[src/rtl/core/bmp24_pkg.sv]
// Shared types, codes and header layout constants for the BMP24 stream decoder.
// No dependencies; the design modules refer to this package by scoped names.
`timescale 1ns / 1ps

package bmp24_pkg;

    localparam int MAX_DIMENSION_DEF = 4096;

    // Header layout (byte positions within the file)
    localparam logic [5:0]  POS_SIG0      = 6'd0;
    localparam logic [5:0]  POS_SIG1      = 6'd1;
    localparam logic [5:0]  POS_OFFSET    = 6'd10;
    localparam logic [5:0]  POS_WIDTH     = 6'd18;
    localparam logic [5:0]  POS_HEIGHT    = 6'd22;
    localparam logic [5:0]  POS_DEPTH_LO  = 6'd28;
    localparam logic [5:0]  POS_DEPTH_HI  = 6'd29;
    localparam logic [5:0]  POS_COMP      = 6'd30;
    localparam logic [5:0]  POS_HDR_LAST  = 6'd53;

    // Precompute slots, after width and height are complete
    localparam logic [5:0]  POS_PRE_MAG   = 6'd26;
    localparam logic [5:0]  POS_PRE_PAD   = 6'd27;
    localparam logic [5:0]  POS_PRE_TOTAL = 6'd28;
    localparam logic [5:0]  POS_PRE_BASE  = 6'd29;

    localparam logic [31:0] HDR_BYTES     = 32'd54;
    localparam logic [7:0]  SIG_B         = 8'h42;
    localparam logic [7:0]  SIG_M         = 8'h4D;
    localparam logic [15:0] DEPTH_24      = 16'd24;

    localparam logic        KIND_PIXEL    = 1'b0;
    localparam logic        KIND_ERROR    = 1'b1;

    typedef enum logic [1:0] {
        ERR_NONE        = 2'd0,
        ERR_FORMAT      = 2'd1,
        ERR_UNSUPPORTED = 2'd2
    } err_t;

    typedef enum logic [2:0] {
        PH_IDLE   = 3'd0,
        PH_HEADER = 3'd1,
        PH_SKIP   = 3'd2,
        PH_PIXEL  = 3'd3,
        PH_PAD    = 3'd4,
        PH_DONE   = 3'd5
    } phase_t;

    // Header summary handed from the header unit to the decode core
    typedef struct packed {
        err_t        code;       // verdict, valid while the last header byte is processed
        logic        flip;       // bottom-up file
        logic [31:0] offset;     // pixel data offset
        logic [23:0] base_init;  // row base of the first stored row when flipped
    } hdr_info_t;

    typedef struct packed {
        logic        result_kind;
        err_t        error_code;
        logic [7:0]  red;
        logic [7:0]  green;
        logic [7:0]  blue;
        logic [23:0] dest_index;
        logic        last_pixel;
        logic [12:0] image_width;
        logic [12:0] image_height;
    } result_t;

endpackage

[src/rtl/core/bmp24_byte_if.sv]
// Input byte channel: valid/ready handshake with one file byte per transfer.
// Standalone; no package dependency.
`timescale 1ns / 1ps

interface bmp24_byte_if;
    logic       valid;
    logic       ready;
    logic [7:0] data_byte;
    logic       first_byte;

    modport source (output valid, output data_byte, output first_byte, input ready);
    modport sink   (input valid, input data_byte, input first_byte, output ready);
endinterface

[src/rtl/core/bmp24_result_if.sv]
// Result channel: valid/ready handshake carrying one pixel or error report per transfer.
// Standalone; no package dependency.
`timescale 1ns / 1ps

interface bmp24_result_if;
    logic        valid;
    logic        ready;
    logic        result_kind;
    logic [1:0]  error_code;
    logic [7:0]  red;
    logic [7:0]  green;
    logic [7:0]  blue;
    logic [23:0] dest_index;
    logic        last_pixel;
    logic [12:0] image_width;
    logic [12:0] image_height;

    modport source (output valid, output result_kind, output error_code, output red,
                    output green, output blue, output dest_index, output last_pixel,
                    output image_width, output image_height, input ready);
    modport sink   (input valid, input result_kind, input error_code, input red,
                    input green, input blue, input dest_index, input last_pixel,
                    input image_width, input image_height, output ready);
endinterface

[src/rtl/core/bmp24_cfg_if.sv]
// Configuration write channel: valid/ready handshake carrying the file length.
// Standalone; no package dependency.
`timescale 1ns / 1ps

interface bmp24_cfg_if;
    logic        valid;
    logic        ready;
    logic [31:0] data;

    modport source (output valid, output data, input ready);
    modport sink   (input valid, input data, output ready);
endinterface

[src/rtl/core/bmp24_stream_decoder_top.sv]
// BMP24 stream decoder, top level. A byte transfer is registered in the input register,
// decoded combinationally and its result (if any) is loaded into the result register.
// Throughput: one byte per cycle, set by the single decode step between the input
// register and the result register; it holds while results are taken each cycle.
// Reset (rst_n, async low) clears valid flags, the phase (idle) and all counters;
// file_length resets to zero.
// Depends on bmp24_pkg, the three channel interfaces, bmp24_header,
// bmp24_decode and bmp24_out_reg.
`timescale 1ns / 1ps

module bmp24_stream_decoder_top #(
    parameter int MAX_DIMENSION = bmp24_pkg::MAX_DIMENSION_DEF
) (
    input  logic             clk,
    input  logic             rst_n,
    bmp24_byte_if.sink       file_bytes,
    bmp24_result_if.source   pixels,
    bmp24_cfg_if.sink        cfg
);

    localparam int DIM_W = $clog2(MAX_DIMENSION + 1);

    // Input register stage
    logic        in_valid_reg, in_valid_next;
    logic [7:0]  in_byte_reg;
    logic        in_first_reg;
    logic        in_xfer;

    // Configuration: the user must write the file length only between files; the block does not enforce it
    logic [31:0] file_length_reg;

    // Pipeline control
    logic        advance;
    logic        out_free;

    // Core wiring
    bmp24_pkg::hdr_info_t hdr_info;
    logic [DIM_W-1:0]     img_width;
    logic [DIM_W-1:0]     img_height;
    logic                 hdr_capture;
    logic [5:0]           hdr_pos;
    logic                 has_result;
    bmp24_pkg::result_t   result;

    // A byte moves on when the result slot is free (or being emptied this
    // cycle); a new byte is taken whenever the input register empties.
    assign advance          = in_valid_reg && out_free;
    assign file_bytes.ready = !in_valid_reg || advance;
    assign in_xfer          = file_bytes.valid && file_bytes.ready;

    always_comb
    begin
        in_valid_next = in_valid_reg;
        if (in_xfer)
        begin
            in_valid_next = 1'b1;
        end
        else if (advance)
        begin
            in_valid_next = 1'b0;
        end
    end

    always_ff @(posedge clk or negedge rst_n)
    begin
        if (!rst_n)
        begin
            in_valid_reg <= 1'b0;
        end
        else
        begin
            in_valid_reg <= in_valid_next;
        end
    end

    // payload: no reset needed
    always_ff @(posedge clk)
    begin
        if (in_xfer)
        begin
            in_byte_reg  <= file_bytes.data_byte;
            in_first_reg <= file_bytes.first_byte;
        end
    end

    // Config write channel is always ready
    assign cfg.ready = 1'b1;

    always_ff @(posedge clk or negedge rst_n)
    begin
        if (!rst_n)
        begin
            file_length_reg <= '0;
        end
        else if (cfg.valid)
        begin
            file_length_reg <= cfg.data;
        end
    end

    // Header capture, size precompute and verdict
    bmp24_header #(
        .MAX_DIMENSION (MAX_DIMENSION)
    ) u_header (
        .clk         (clk),
        .rst_n       (rst_n),
        .capture_en  (hdr_capture),
        .pos         (hdr_pos),
        .data_byte   (in_byte_reg),
        .file_length (file_length_reg),
        .info        (hdr_info),
        .width       (img_width),
        .height      (img_height)
    );

    // Phase sequencer and pixel assembly
    bmp24_decode #(
        .MAX_DIMENSION (MAX_DIMENSION)
    ) u_decode (
        .clk         (clk),
        .rst_n       (rst_n),
        .step        (advance),
        .data_byte   (in_byte_reg),
        .first_byte  (in_first_reg),
        .file_length (file_length_reg),
        .info        (hdr_info),
        .width       (img_width),
        .height      (img_height),
        .hdr_capture (hdr_capture),
        .hdr_pos     (hdr_pos),
        .has_result  (has_result),
        .result      (result)
    );

    // Result register toward the sink
    bmp24_out_reg u_out (
        .clk    (clk),
        .rst_n  (rst_n),
        .load   (advance && has_result),
        .d      (result),
        .free   (out_free),
        .pixels (pixels)
    );

endmodule

[src/rtl/core/bmp24_header.sv]
// Header capture unit: collects the 54-byte header fields, precomputes the
// image size checks during the spare header bytes and issues the verdict.
// Depends on bmp24_pkg.
`timescale 1ns / 1ps

module bmp24_header #(
    parameter int  MAX_DIMENSION = bmp24_pkg::MAX_DIMENSION_DEF,
    localparam int DIM_W         = $clog2(MAX_DIMENSION + 1)
) (
    input  logic                  clk,
    input  logic                  rst_n,
    input  logic                  capture_en,
    input  logic [5:0]            pos,
    input  logic [7:0]            data_byte,
    input  logic [31:0]           file_length,
    output bmp24_pkg::hdr_info_t  info,
    output logic [DIM_W-1:0]      width,
    output logic [DIM_W-1:0]      height
);

    localparam int          PAD_W   = DIM_W + 2;
    localparam int          TOT_W   = PAD_W + DIM_W;
    localparam int          PROD_W  = 2 * DIM_W;
    localparam int          SUM_W   = ((TOT_W > 32) ? TOT_W : 32) + 1;
    localparam logic [31:0] MAX_DIM = 32'(MAX_DIMENSION);

    logic              sig_ok_reg,   sig_ok_next;
    logic [31:0]       offset_reg,   offset_next;
    logic [31:0]       raw_w_reg,    raw_w_next;
    logic [31:0]       raw_h_reg,    raw_h_next;
    logic [15:0]       depth_reg,    depth_next;
    logic [31:0]       comp_reg,     comp_next;
    logic              w_bad_reg,    w_bad_next;
    logic              h_zero_reg,   h_zero_next;
    logic              dim_big_reg,  dim_big_next;
    logic [DIM_W-1:0]  width_reg,    width_next;
    logic [DIM_W-1:0]  height_reg,   height_next;
    logic [PAD_W-1:0]  padded_reg,   padded_next;
    logic [TOT_W-1:0]  total_reg,    total_next;
    logic [23:0]       base_reg,     base_next;

    logic [31:0]       h_mag;
    logic [PAD_W-1:0]  w_ext;
    logic [DIM_W-1:0]  h_minus1;
    logic [PROD_W-1:0] base_prod;
    logic [SUM_W-1:0]  end_sum;

    // little-endian byte lane insert for a 32-bit field starting at base
    function automatic logic [31:0] put_byte(input logic [31:0] f, input logic [5:0] p,
                                             input logic [5:0] base, input logic [7:0] b);
        logic [31:0] r;
        logic [5:0]  d;
        r = f;
        d = p - base;
        if (p >= base && d < 6'd4)
        begin
            r[{d[1:0], 3'b000} +: 8] = b;
        end
        return r;
    endfunction

    assign h_mag     = raw_h_reg[31] ? (~raw_h_reg + 32'd1) : raw_h_reg;
    assign w_ext     = PAD_W'(width_reg);
    assign h_minus1  = height_reg - DIM_W'(1);
    assign base_prod = PROD_W'(h_minus1) * PROD_W'(width_reg);

    always_comb
    begin
        sig_ok_next  = sig_ok_reg;
        offset_next  = offset_reg;
        raw_w_next   = raw_w_reg;
        raw_h_next   = raw_h_reg;
        depth_next   = depth_reg;
        comp_next    = comp_reg;
        w_bad_next   = w_bad_reg;
        h_zero_next  = h_zero_reg;
        dim_big_next = dim_big_reg;
        width_next   = width_reg;
        height_next  = height_reg;
        padded_next  = padded_reg;
        total_next   = total_reg;
        base_next    = base_reg;

        if (capture_en)
        begin
            if (pos == bmp24_pkg::POS_SIG0)
            begin
                // start of a new file: fields restart from zero
                sig_ok_next = (data_byte == bmp24_pkg::SIG_B);
                offset_next = '0;
                raw_w_next  = '0;
                raw_h_next  = '0;
                depth_next  = '0;
                comp_next   = '0;
            end
            else
            begin
                if (pos == bmp24_pkg::POS_SIG1)
                begin
                    sig_ok_next = sig_ok_reg && (data_byte == bmp24_pkg::SIG_M);
                end
                offset_next = put_byte(offset_reg, pos, bmp24_pkg::POS_OFFSET, data_byte);
                raw_w_next  = put_byte(raw_w_reg, pos, bmp24_pkg::POS_WIDTH, data_byte);
                raw_h_next  = put_byte(raw_h_reg, pos, bmp24_pkg::POS_HEIGHT, data_byte);
                comp_next   = put_byte(comp_reg, pos, bmp24_pkg::POS_COMP, data_byte);
                if (pos == bmp24_pkg::POS_DEPTH_LO)
                begin
                    depth_next[7:0] = data_byte;
                end
                if (pos == bmp24_pkg::POS_DEPTH_HI)
                begin
                    depth_next[15:8] = data_byte;
                end
            end

            // size arithmetic, one step per spare header byte
            if (pos == bmp24_pkg::POS_PRE_MAG)
            begin
                w_bad_next   = raw_w_reg[31] || (raw_w_reg == 32'd0);
                h_zero_next  = (h_mag == 32'd0);
                dim_big_next = (raw_w_reg > MAX_DIM) || (h_mag > MAX_DIM);
                width_next   = raw_w_reg[DIM_W-1:0];
                height_next  = h_mag[DIM_W-1:0];
            end
            if (pos == bmp24_pkg::POS_PRE_PAD)
            begin
                padded_next = ((w_ext << 1) + w_ext + PAD_W'(3)) & ~PAD_W'(3);
            end
            if (pos == bmp24_pkg::POS_PRE_TOTAL)
            begin
                total_next = TOT_W'(padded_reg) * TOT_W'(height_reg);
            end
            if (pos == bmp24_pkg::POS_PRE_BASE)
            begin
                base_next = 24'(base_prod);
            end
        end
    end

    always_ff @(posedge clk or negedge rst_n)
    begin
        if (!rst_n)
        begin
            sig_ok_reg  <= 1'b0;
            offset_reg  <= '0;
            raw_w_reg   <= '0;
            raw_h_reg   <= '0;
            depth_reg   <= '0;
            comp_reg    <= '0;
            w_bad_reg   <= 1'b0;
            h_zero_reg  <= 1'b0;
            dim_big_reg <= 1'b0;
            width_reg   <= '0;
            height_reg  <= '0;
            padded_reg  <= '0;
            total_reg   <= '0;
            base_reg    <= '0;
        end
        else
        begin
            sig_ok_reg  <= sig_ok_next;
            offset_reg  <= offset_next;
            raw_w_reg   <= raw_w_next;
            raw_h_reg   <= raw_h_next;
            depth_reg   <= depth_next;
            comp_reg    <= comp_next;
            w_bad_reg   <= w_bad_next;
            h_zero_reg  <= h_zero_next;
            dim_big_reg <= dim_big_next;
            width_reg   <= width_next;
            height_reg  <= height_next;
            padded_reg  <= padded_next;
            total_reg   <= total_next;
            base_reg    <= base_next;
        end
    end

    assign end_sum = SUM_W'(offset_reg) + SUM_W'(total_reg);

    // verdict, priority: signature and offset, then depth and compression, then dimensions, then file size
    always_comb
    begin
        if (!sig_ok_reg || (offset_reg >= file_length) || (offset_reg < bmp24_pkg::HDR_BYTES))
        begin
            info.code = bmp24_pkg::ERR_FORMAT;
        end
        else if ((comp_reg != 32'd0) || (depth_reg != bmp24_pkg::DEPTH_24))
        begin
            info.code = bmp24_pkg::ERR_UNSUPPORTED;
        end
        else if (w_bad_reg || h_zero_reg)
        begin
            info.code = bmp24_pkg::ERR_FORMAT;
        end
        else if (dim_big_reg)
        begin
            info.code = bmp24_pkg::ERR_UNSUPPORTED;
        end
        else if (end_sum > SUM_W'(file_length))
        begin
            info.code = bmp24_pkg::ERR_FORMAT;
        end
        else
        begin
            info.code = bmp24_pkg::ERR_NONE;
        end
    end

    assign info.flip      = ~raw_h_reg[31];
    assign info.offset    = offset_reg;
    assign info.base_init = base_reg;
    assign width          = width_reg;
    assign height         = height_reg;

endmodule

[src/rtl/core/bmp24_decode.sv]
// Decode core: phase sequencer, byte position, pixel assembly, row/column
// counting and padding drop. Produces at most one result per byte.
// Depends on bmp24_pkg and the header summary from bmp24_header.
`timescale 1ns / 1ps

module bmp24_decode #(
    parameter int  MAX_DIMENSION = bmp24_pkg::MAX_DIMENSION_DEF,
    localparam int DIM_W         = $clog2(MAX_DIMENSION + 1)
) (
    input  logic                  clk,
    input  logic                  rst_n,
    input  logic                  step,
    input  logic [7:0]            data_byte,
    input  logic                  first_byte,
    input  logic [31:0]           file_length,
    input  bmp24_pkg::hdr_info_t  info,
    input  logic [DIM_W-1:0]      width,
    input  logic [DIM_W-1:0]      height,
    output logic                  hdr_capture,
    output logic [5:0]            hdr_pos,
    output logic                  has_result,
    output bmp24_pkg::result_t    result
);

    bmp24_pkg::phase_t phase_reg, phase_next;
    logic [31:0]       pos_reg,   pos_next;
    logic [DIM_W-1:0]  row_reg,   row_next;
    logic [DIM_W-1:0]  col_reg,   col_next;
    logic [1:0]        bip_reg,   bip_next;
    logic [1:0]        pad_reg,   pad_next;
    logic [7:0]        blue_reg,  blue_next;
    logic [7:0]        green_reg, green_next;
    logic [23:0]       base_reg,  base_next;

    logic              do_pix;
    logic [DIM_W-1:0]  col_inc;
    logic [DIM_W-1:0]  row_inc;
    logic [1:0]        pad_dec;

    assign hdr_capture = step && (first_byte || (phase_reg == bmp24_pkg::PH_HEADER));
    assign hdr_pos     = first_byte ? 6'd0 : pos_reg[5:0];

    assign col_inc = col_reg + DIM_W'(1);
    assign row_inc = row_reg + DIM_W'(1);
    assign pad_dec = pad_reg - 2'd1;

    always_comb
    begin
        phase_next = phase_reg;
        pos_next   = pos_reg;
        row_next   = row_reg;
        col_next   = col_reg;
        bip_next   = bip_reg;
        pad_next   = pad_reg;
        blue_next  = blue_reg;
        green_next = green_reg;
        base_next  = base_reg;
        do_pix     = 1'b0;
        has_result = 1'b0;
        result     = '0;

        if (step)
        begin
            if (first_byte)
            begin
                pos_next   = 32'd1;
                row_next   = '0;
                col_next   = '0;
                bip_next   = '0;
                pad_next   = '0;
                blue_next  = '0;
                green_next = '0;
                base_next  = '0;
                if (file_length < bmp24_pkg::HDR_BYTES)
                begin
                    phase_next         = bmp24_pkg::PH_DONE;
                    has_result         = 1'b1;
                    result.result_kind = bmp24_pkg::KIND_ERROR;
                    result.error_code  = bmp24_pkg::ERR_FORMAT;
                end
                else
                begin
                    phase_next = bmp24_pkg::PH_HEADER;
                end
            end
            else
            begin
                case (phase_reg)
                    bmp24_pkg::PH_HEADER:
                    begin
                        pos_next = pos_reg + 32'd1;
                        if (pos_reg == 32'(bmp24_pkg::POS_HDR_LAST))
                        begin
                            if (info.code != bmp24_pkg::ERR_NONE)
                            begin
                                phase_next         = bmp24_pkg::PH_DONE;
                                has_result         = 1'b1;
                                result.result_kind = bmp24_pkg::KIND_ERROR;
                                result.error_code  = info.code;
                            end
                            else
                            begin
                                row_next  = '0;
                                col_next  = '0;
                                bip_next  = '0;
                                pad_next  = '0;
                                base_next = info.flip ? info.base_init : 24'd0;
                                phase_next = (info.offset == bmp24_pkg::HDR_BYTES) ?
                                             bmp24_pkg::PH_PIXEL : bmp24_pkg::PH_SKIP;
                            end
                        end
                    end
                    bmp24_pkg::PH_SKIP:
                    begin
                        pos_next = pos_reg + 32'd1;
                        if (pos_reg >= info.offset)
                        begin
                            phase_next = bmp24_pkg::PH_PIXEL;
                            do_pix     = 1'b1;
                        end
                    end
                    bmp24_pkg::PH_PIXEL:
                    begin
                        pos_next = pos_reg + 32'd1;
                        do_pix   = 1'b1;
                    end
                    bmp24_pkg::PH_PAD:
                    begin
                        pos_next = pos_reg + 32'd1;
                        pad_next = pad_dec;
                        if (pad_dec == 2'd0)
                        begin
                            phase_next = bmp24_pkg::PH_PIXEL;
                        end
                    end
                    default:
                    begin
                        // idle or finished: byte ignored, position holds
                    end
                endcase
            end

            if (do_pix)
            begin
                case (bip_reg)
                    2'd0:
                    begin
                        blue_next = data_byte;
                        bip_next  = 2'd1;
                    end
                    2'd1:
                    begin
                        green_next = data_byte;
                        bip_next   = 2'd2;
                    end
                    default:
                    begin
                        bip_next            = 2'd0;
                        has_result          = 1'b1;
                        result.result_kind  = bmp24_pkg::KIND_PIXEL;
                        result.error_code   = bmp24_pkg::ERR_NONE;
                        result.red          = data_byte;
                        result.green        = green_reg;
                        result.blue         = blue_reg;
                        result.dest_index   = base_reg + 24'(col_reg);
                        result.last_pixel   = (row_inc == height) && (col_inc == width);
                        result.image_width  = 13'(width);
                        result.image_height = 13'(height);
                        if (col_inc >= width)
                        begin
                            col_next = '0;
                            row_next = row_inc;
                            if (row_inc >= height)
                            begin
                                phase_next = bmp24_pkg::PH_DONE;
                            end
                            else
                            begin
                                // next destination row is one row up or down
                                base_next  = info.flip ? (base_reg - 24'(width))
                                                       : (base_reg + 24'(width));
                                pad_next   = width[1:0];
                                phase_next = (width[1:0] != 2'd0) ?
                                             bmp24_pkg::PH_PAD : bmp24_pkg::PH_PIXEL;
                            end
                        end
                        else
                        begin
                            col_next = col_inc;
                        end
                    end
                endcase
            end
        end
    end

    always_ff @(posedge clk or negedge rst_n)
    begin
        if (!rst_n)
        begin
            phase_reg <= bmp24_pkg::PH_IDLE;
            pos_reg   <= '0;
            row_reg   <= '0;
            col_reg   <= '0;
            bip_reg   <= '0;
            pad_reg   <= '0;
            blue_reg  <= '0;
            green_reg <= '0;
            base_reg  <= '0;
        end
        else
        begin
            phase_reg <= phase_next;
            pos_reg   <= pos_next;
            row_reg   <= row_next;
            col_reg   <= col_next;
            bip_reg   <= bip_next;
            pad_reg   <= pad_next;
            blue_reg  <= blue_next;
            green_reg <= green_next;
            base_reg  <= base_next;
        end
    end

endmodule

[src/rtl/core/bmp24_out_reg.sv]
// Result register: holds one result until the downstream side takes it.
// Depends on bmp24_pkg and bmp24_result_if.
`timescale 1ns / 1ps

module bmp24_out_reg (
    input  logic                   clk,
    input  logic                   rst_n,
    input  logic                   load,
    input  bmp24_pkg::result_t     d,
    output logic                   free,
    bmp24_result_if.source         pixels
);

    logic               valid_reg, valid_next;
    bmp24_pkg::result_t res_reg;

    assign free = !valid_reg || pixels.ready;

    always_comb
    begin
        valid_next = valid_reg;
        if (load)
        begin
            valid_next = 1'b1;
        end
        else if (pixels.ready)
        begin
            valid_next = 1'b0;
        end
    end

    always_ff @(posedge clk or negedge rst_n)
    begin
        if (!rst_n)
        begin
            valid_reg <= 1'b0;
        end
        else
        begin
            valid_reg <= valid_next;
        end
    end

    always_ff @(posedge clk)
    begin
        if (load)
        begin
            res_reg <= d;
        end
    end

    assign pixels.valid        = valid_reg;
    assign pixels.result_kind  = res_reg.result_kind;
    assign pixels.error_code   = res_reg.error_code;
    assign pixels.red          = res_reg.red;
    assign pixels.green        = res_reg.green;
    assign pixels.blue         = res_reg.blue;
    assign pixels.dest_index   = res_reg.dest_index;
    assign pixels.last_pixel   = res_reg.last_pixel;
    assign pixels.image_width  = res_reg.image_width;
    assign pixels.image_height = res_reg.image_height;

endmodule
[src/flat_wrapper.sv]
// flat-port wrapper written by rule: the top's interface ports become plain ports
module bmp24_stream_decoder_top_flat 
#(
    parameter int MAX_DIMENSION = bmp24_pkg::MAX_DIMENSION_DEF
)
  (clk, rst_n, file_bytes_valid, file_bytes_data_byte, file_bytes_first_byte, file_bytes_ready, pixels_valid, pixels_result_kind, pixels_error_code, pixels_red, pixels_green, pixels_blue, pixels_dest_index, pixels_last_pixel, pixels_image_width, pixels_image_height, pixels_ready, cfg_valid, cfg_data, cfg_ready);
  bmp24_byte_if file_bytes_i ();
  bmp24_result_if pixels_i ();
  bmp24_cfg_if cfg_i ();
  input  logic clk;
  input  logic rst_n;
  input wire logic [$bits(file_bytes_i.valid)-1:0] file_bytes_valid;
  input wire logic [$bits(file_bytes_i.data_byte)-1:0] file_bytes_data_byte;
  input wire logic [$bits(file_bytes_i.first_byte)-1:0] file_bytes_first_byte;
  output wire logic [$bits(file_bytes_i.ready)-1:0] file_bytes_ready;
  output wire logic [$bits(pixels_i.valid)-1:0] pixels_valid;
  output wire logic [$bits(pixels_i.result_kind)-1:0] pixels_result_kind;
  output wire logic [$bits(pixels_i.error_code)-1:0] pixels_error_code;
  output wire logic [$bits(pixels_i.red)-1:0] pixels_red;
  output wire logic [$bits(pixels_i.green)-1:0] pixels_green;
  output wire logic [$bits(pixels_i.blue)-1:0] pixels_blue;
  output wire logic [$bits(pixels_i.dest_index)-1:0] pixels_dest_index;
  output wire logic [$bits(pixels_i.last_pixel)-1:0] pixels_last_pixel;
  output wire logic [$bits(pixels_i.image_width)-1:0] pixels_image_width;
  output wire logic [$bits(pixels_i.image_height)-1:0] pixels_image_height;
  input wire logic [$bits(pixels_i.ready)-1:0] pixels_ready;
  input wire logic [$bits(cfg_i.valid)-1:0] cfg_valid;
  input wire logic [$bits(cfg_i.data)-1:0] cfg_data;
  output wire logic [$bits(cfg_i.ready)-1:0] cfg_ready;
  assign file_bytes_i.valid = file_bytes_valid;
  assign file_bytes_i.data_byte = file_bytes_data_byte;
  assign file_bytes_i.first_byte = file_bytes_first_byte;
  assign file_bytes_ready = file_bytes_i.ready;
  assign pixels_valid = pixels_i.valid;
  assign pixels_result_kind = pixels_i.result_kind;
  assign pixels_error_code = pixels_i.error_code;
  assign pixels_red = pixels_i.red;
  assign pixels_green = pixels_i.green;
  assign pixels_blue = pixels_i.blue;
  assign pixels_dest_index = pixels_i.dest_index;
  assign pixels_last_pixel = pixels_i.last_pixel;
  assign pixels_image_width = pixels_i.image_width;
  assign pixels_image_height = pixels_i.image_height;
  assign pixels_i.ready = pixels_ready;
  assign cfg_i.valid = cfg_valid;
  assign cfg_i.data = cfg_data;
  assign cfg_ready = cfg_i.ready;
  bmp24_stream_decoder_top #(.MAX_DIMENSION(MAX_DIMENSION)) u_core (.clk(clk), .rst_n(rst_n), .file_bytes(file_bytes_i), .pixels(pixels_i), .cfg(cfg_i));
endmodule
[config.mk]
export PLATFORM = sky130hd
export DESIGN_NAME = bmp24_stream_decoder_top_flat
export DESIGN_NICKNAME = d
export VERILOG_FILES = /design/src/rtl/core/bmp24_pkg.sv /design/src/rtl/core/bmp24_byte_if.sv /design/src/rtl/core/bmp24_result_if.sv /design/src/rtl/core/bmp24_cfg_if.sv /design/src/rtl/core/bmp24_stream_decoder_top.sv /design/src/rtl/core/bmp24_header.sv /design/src/rtl/core/bmp24_decode.sv /design/src/rtl/core/bmp24_out_reg.sv /design/src/flat_wrapper.sv
export SDC_FILE = /design/constraint.sdc
export NUM_CORES = 2
export LEC_CHECK = 0
export BUFFER_PORTS_ARGS = -buffer_cell sky130_fd_sc_hd__buf_2
export CELL_PAD_IN_SITES_DETAIL_PLACEMENT = 0
export CELL_PAD_IN_SITES_GLOBAL_PLACEMENT = 1
export CORE_MARGIN = 1
export CORE_UTILIZATION = 40
export CTS_CLUSTER_SIZE = 24
export DETAILED_ROUTE_END_ITERATION = 12
export PLACE_DENSITY_LB_ADDON = 0.1
export SYNTH_ARGS = -nofsm -noshare
export SYNTH_HDL_FRONTEND = slang
export SYNTH_SLANG_ARGS = --single-unit
[constraint.sdc]
create_clock -name clk -period 9 [get_ports clk]
set_input_delay 0.9 -clock clk [delete_from_list [all_inputs] [get_ports clk]]
set_output_delay 0.9 -clock clk [all_outputs]
set_load 0.005 [all_outputs]
==> results.json <==
{
  "status": "complete, no violations",
  "leakagePower_nw": 20.7,
  "yosysWarnings": 0,
  "ant_nets": 0,
  "nFillCells": 9208,
  "p_total_mw": 5.72,
  "final_common_cell": "nand2_1",
  "multi_input_area_um2": 23400,
  "synthDistinctLibCells": 82,
  "port_buffers": 125,
  "relSlewSlack": 0.125,
  "placed_cell_area_um2": 39400,
  "synth_edf_count": 87,
  "grt_pass1_wl_um": 179000,
  "cts_resized": 0,
  "cts_made_buffers": 57,
  "dr.pass1.iters": 5,
  "rr_endpoint": "u_core.u_header.base_reg[23]$_DFFE_PN0P_",
  "dp_cells": 5395,
  "period_share": 0.841,
  "cp_max_fo": 26,
  "htreeDepth": 2,
  "pre_cts_ws_ps": 1460,
  "synth_nets": 4805,
  "cp-end-kind": "register",
  "p_int_mw": 3.96,
  "gr-usage-all-layers": 0.248,
  "post_cts.repair.setup_buffers": 0,
  "power.switching_mw": 1.76,
  "layout_common_cells": "650 x nand2_1, 396 x inv_1, 375 x dfrtp_1",
  "syn_inst": 4149,
  "grt_max_degree": 156,
  "root_buffer": "clkbuf_16",
  "start_kind": "register",
  "min_path_type": "in -> async",
  "grt_overflow": 0,
  "clockPowerShare": 0.428,
  "fin_setup_tns_ps": 0,
  "final.setup.worst_slack_ps": 1430,
  "r2r_slack_ps": 1430,
  "die_w_um": 308,
  "ir_drop_mv": 0.144,
  "initial_core_util": 0.407,
  "rr_startpoint": "u_core.u_header.height[0]$_DFFE_PN0P_",
  "finalHoldViolCount": 0,
  "area_growth_pct": 10.4,
  "fmax_mhz": 132,
  "core_area_um2": 92200,
  "max_cap_violations": 0,
  "critical_path_class": "reg -> reg",
  "die_y_um": 308,
  "min_period_ps": 7570,
  "tightestPinTransition_ps": 1300,
  "cts_tree": "yes",
  "vias_per_cell": 5.34,
  "clk_latency_ps": 670,
  "dieArea_um2": 95000,
  "utilization": 0.449,
  "grt_pass1_vias": 29100,
  "ys_seq_area_frac": 0.320,
  "seq_area_um2": 12000,
  "grt_antenna_before_repair": 6,
  "r2r_cells": 19,
  "cts_max_path_buffers": 3,
  "drt_wl_total_um": 115000,
  "cts_sinks": 463,
  "synth_top_flop_cell": "dfrtp_1",
  "drc": 0,
  "swShare": 0.307,
  "syn_area_per_cell_um2": 9.04,
  "routabilityCongestion": 0.876,
  "drt_iter0_drc": 1909,
  "layout-drive-gt1-share": 0.0742,
  "pwr-share-comb": 0.167,
  "dp.final_hpwl_um": 88200,
  "io_pins": 127,
  "power_density_nw_per_um2": 138,
  "pwr-share-seq": 0.405,
  "setup_violations": 0,
  "final.setup_skew_ps": 28.2,
  "design_area_um2": 41400,
  "nets": 4867,
  "fin_cells": 5504,
  "fp-row-count": 111,
  "vias": 29400,
  "wire_per_inst_um": 21.0,
  "hold_buffers": 0,
  "ys_async_sr_fraction": 0.812,
  "arrival_ps": 8150,
  "slew_viol_final": 0,
  "syn_area_um2": 37500,
  "ys_seq_elements": 463,
  "holdWs_ps": 243,
  "grt_setup_unrepaired": "no",
  "cts.clk_slew.worst_paths_ps": 60,
  "worstPathRequired_ps": 9580
}
[layer usage]
| layer | up-vias | track usage | part of all wire |
|---|---|---|---|
| met5 | - | 0 | 0.00011 |
| met4 | 2 | 0.0575 | 0.020 |
| met3 | 128 | 0.0466 | 0.060 |
| met2 | 662 | 0.363 | 0.42 |
| met1 | 14400 | 0.375 | 0.50 |
| li1 | 14200 | - | - |
[cells by family after synthesis]
| family | Yosys count | synth area share |
|---|---|---|
| other cells | 1 | 0.000100 |
| fa+ha+maj | 610 | 0.252 |
| compound gates | 846 | 0.137 |
| flops | 463 | 0.320 |
| simple gates | 1446 | 0.182 |
| xor+xnor | 198 | 0.0462 |
| buf+inv | 570 | 0.0580 |
| mux | 15 | 0.00437 |
[synth_stat cells (all sizes together) (37+ instances only)]
cell type / number / share of area
dfrtp: 376 / 0.25
nand3: 98 / 0.013
nand2b: 41 / 0.0068
ha: 366 / 0.12
edfxtp: 87 / 0.070
fa: 244 / 0.13
nor4: 56 / 0.010
a22o: 37 / 0.0086
inv: 397 / 0.040
nor3: 67 / 0.0089
o21ai: 359 / 0.048
nor2: 218 / 0.022
xnor2: 111 / 0.026
a21o: 66 / 0.013
xor2: 87 / 0.020
and3: 38 / 0.0063
nand2: 651 / 0.065
a21oi: 178 / 0.024
and2: 130 / 0.022
nand4: 46 / 0.0081
clkbuf: 151 / 0.015
[layout make-up]
| cell class | count | share of cell area |
|---|---|---|
| well taps | 1243 | 0.0375 |
| diodes | 1 | 0.0000604 |
| repair buffers | 173 | 0.0243 |
| inverters | 400 | 0.0362 |
| clock buffers | 74 | 0.0385 |
| clock inverters | 34 | 0.00909 |
| multi-input cells | 3116 | 0.564 |
| flip-flops and latches | 463 | 0.290 |
[power groups by stage]
stage | logic [mW] | clock network (mW) | registers, mW
after floorplan | 0.680 | 0 | 2.29
after global placement | 0.952 | 0 | 2.35
after detailed placement | 0.949 | 0 | 2.35
after CTS | 0.957 | 2.51 | 2.31
after global routing | 1.08 | 2.58 | 2.32
final | 0.955 | 2.45 | 2.31
[critical path, cell delays in order, from the launching register on]
cell,delay [ps]
dfrtp_1,970
nor3_1,230
xnor2_1,1020
nand2_1,200
fa_1,530
fa_1,480
inv_1,60
fa_1,540
inv_1,70
fa_1,550
inv_1,70
fa_1,480
ha_1,260
or4_1,530
a211oi_1,340
o31ai_1,210
a21oi_1,320
a21oi_1,130
or3_1,320
a31oi_1,180
[how the worst max path moves through the flow]
stage / start / end / slack [ps]
after detailed placement: u_core.u_header.height[0]$_DFFE_PN0P_ / u_core.u_header.base_reg[23]$_DFFE_PN0P_ / 1460
final: u_core.u_header.height[0]$_DFFE_PN0P_ / u_core.u_header.base_reg[23]$_DFFE_PN0P_ / 1430
after CTS: u_core.u_header.height[0]$_DFFE_PN0P_ / u_core.u_header.base_reg[23]$_DFFE_PN0P_ / 1380
after floorplan: u_core.u_header.offset_reg[2]$_DFFE_PN0P_ / u_core.u_out.pixels.blue[0]$_SDFFCE_PP0P_ / 1200
after global routing: u_core.u_header.height[0]$_DFFE_PN0P_ / u_core.u_header.base_reg[23]$_DFFE_PN0P_ / 930
after global placement: u_core.u_header.height[0]$_DFFE_PN0P_ / u_core.u_header.base_reg[23]$_DFFE_PN0P_ / 1550
No activity file was read; power rests on OpenSTA's default activity.
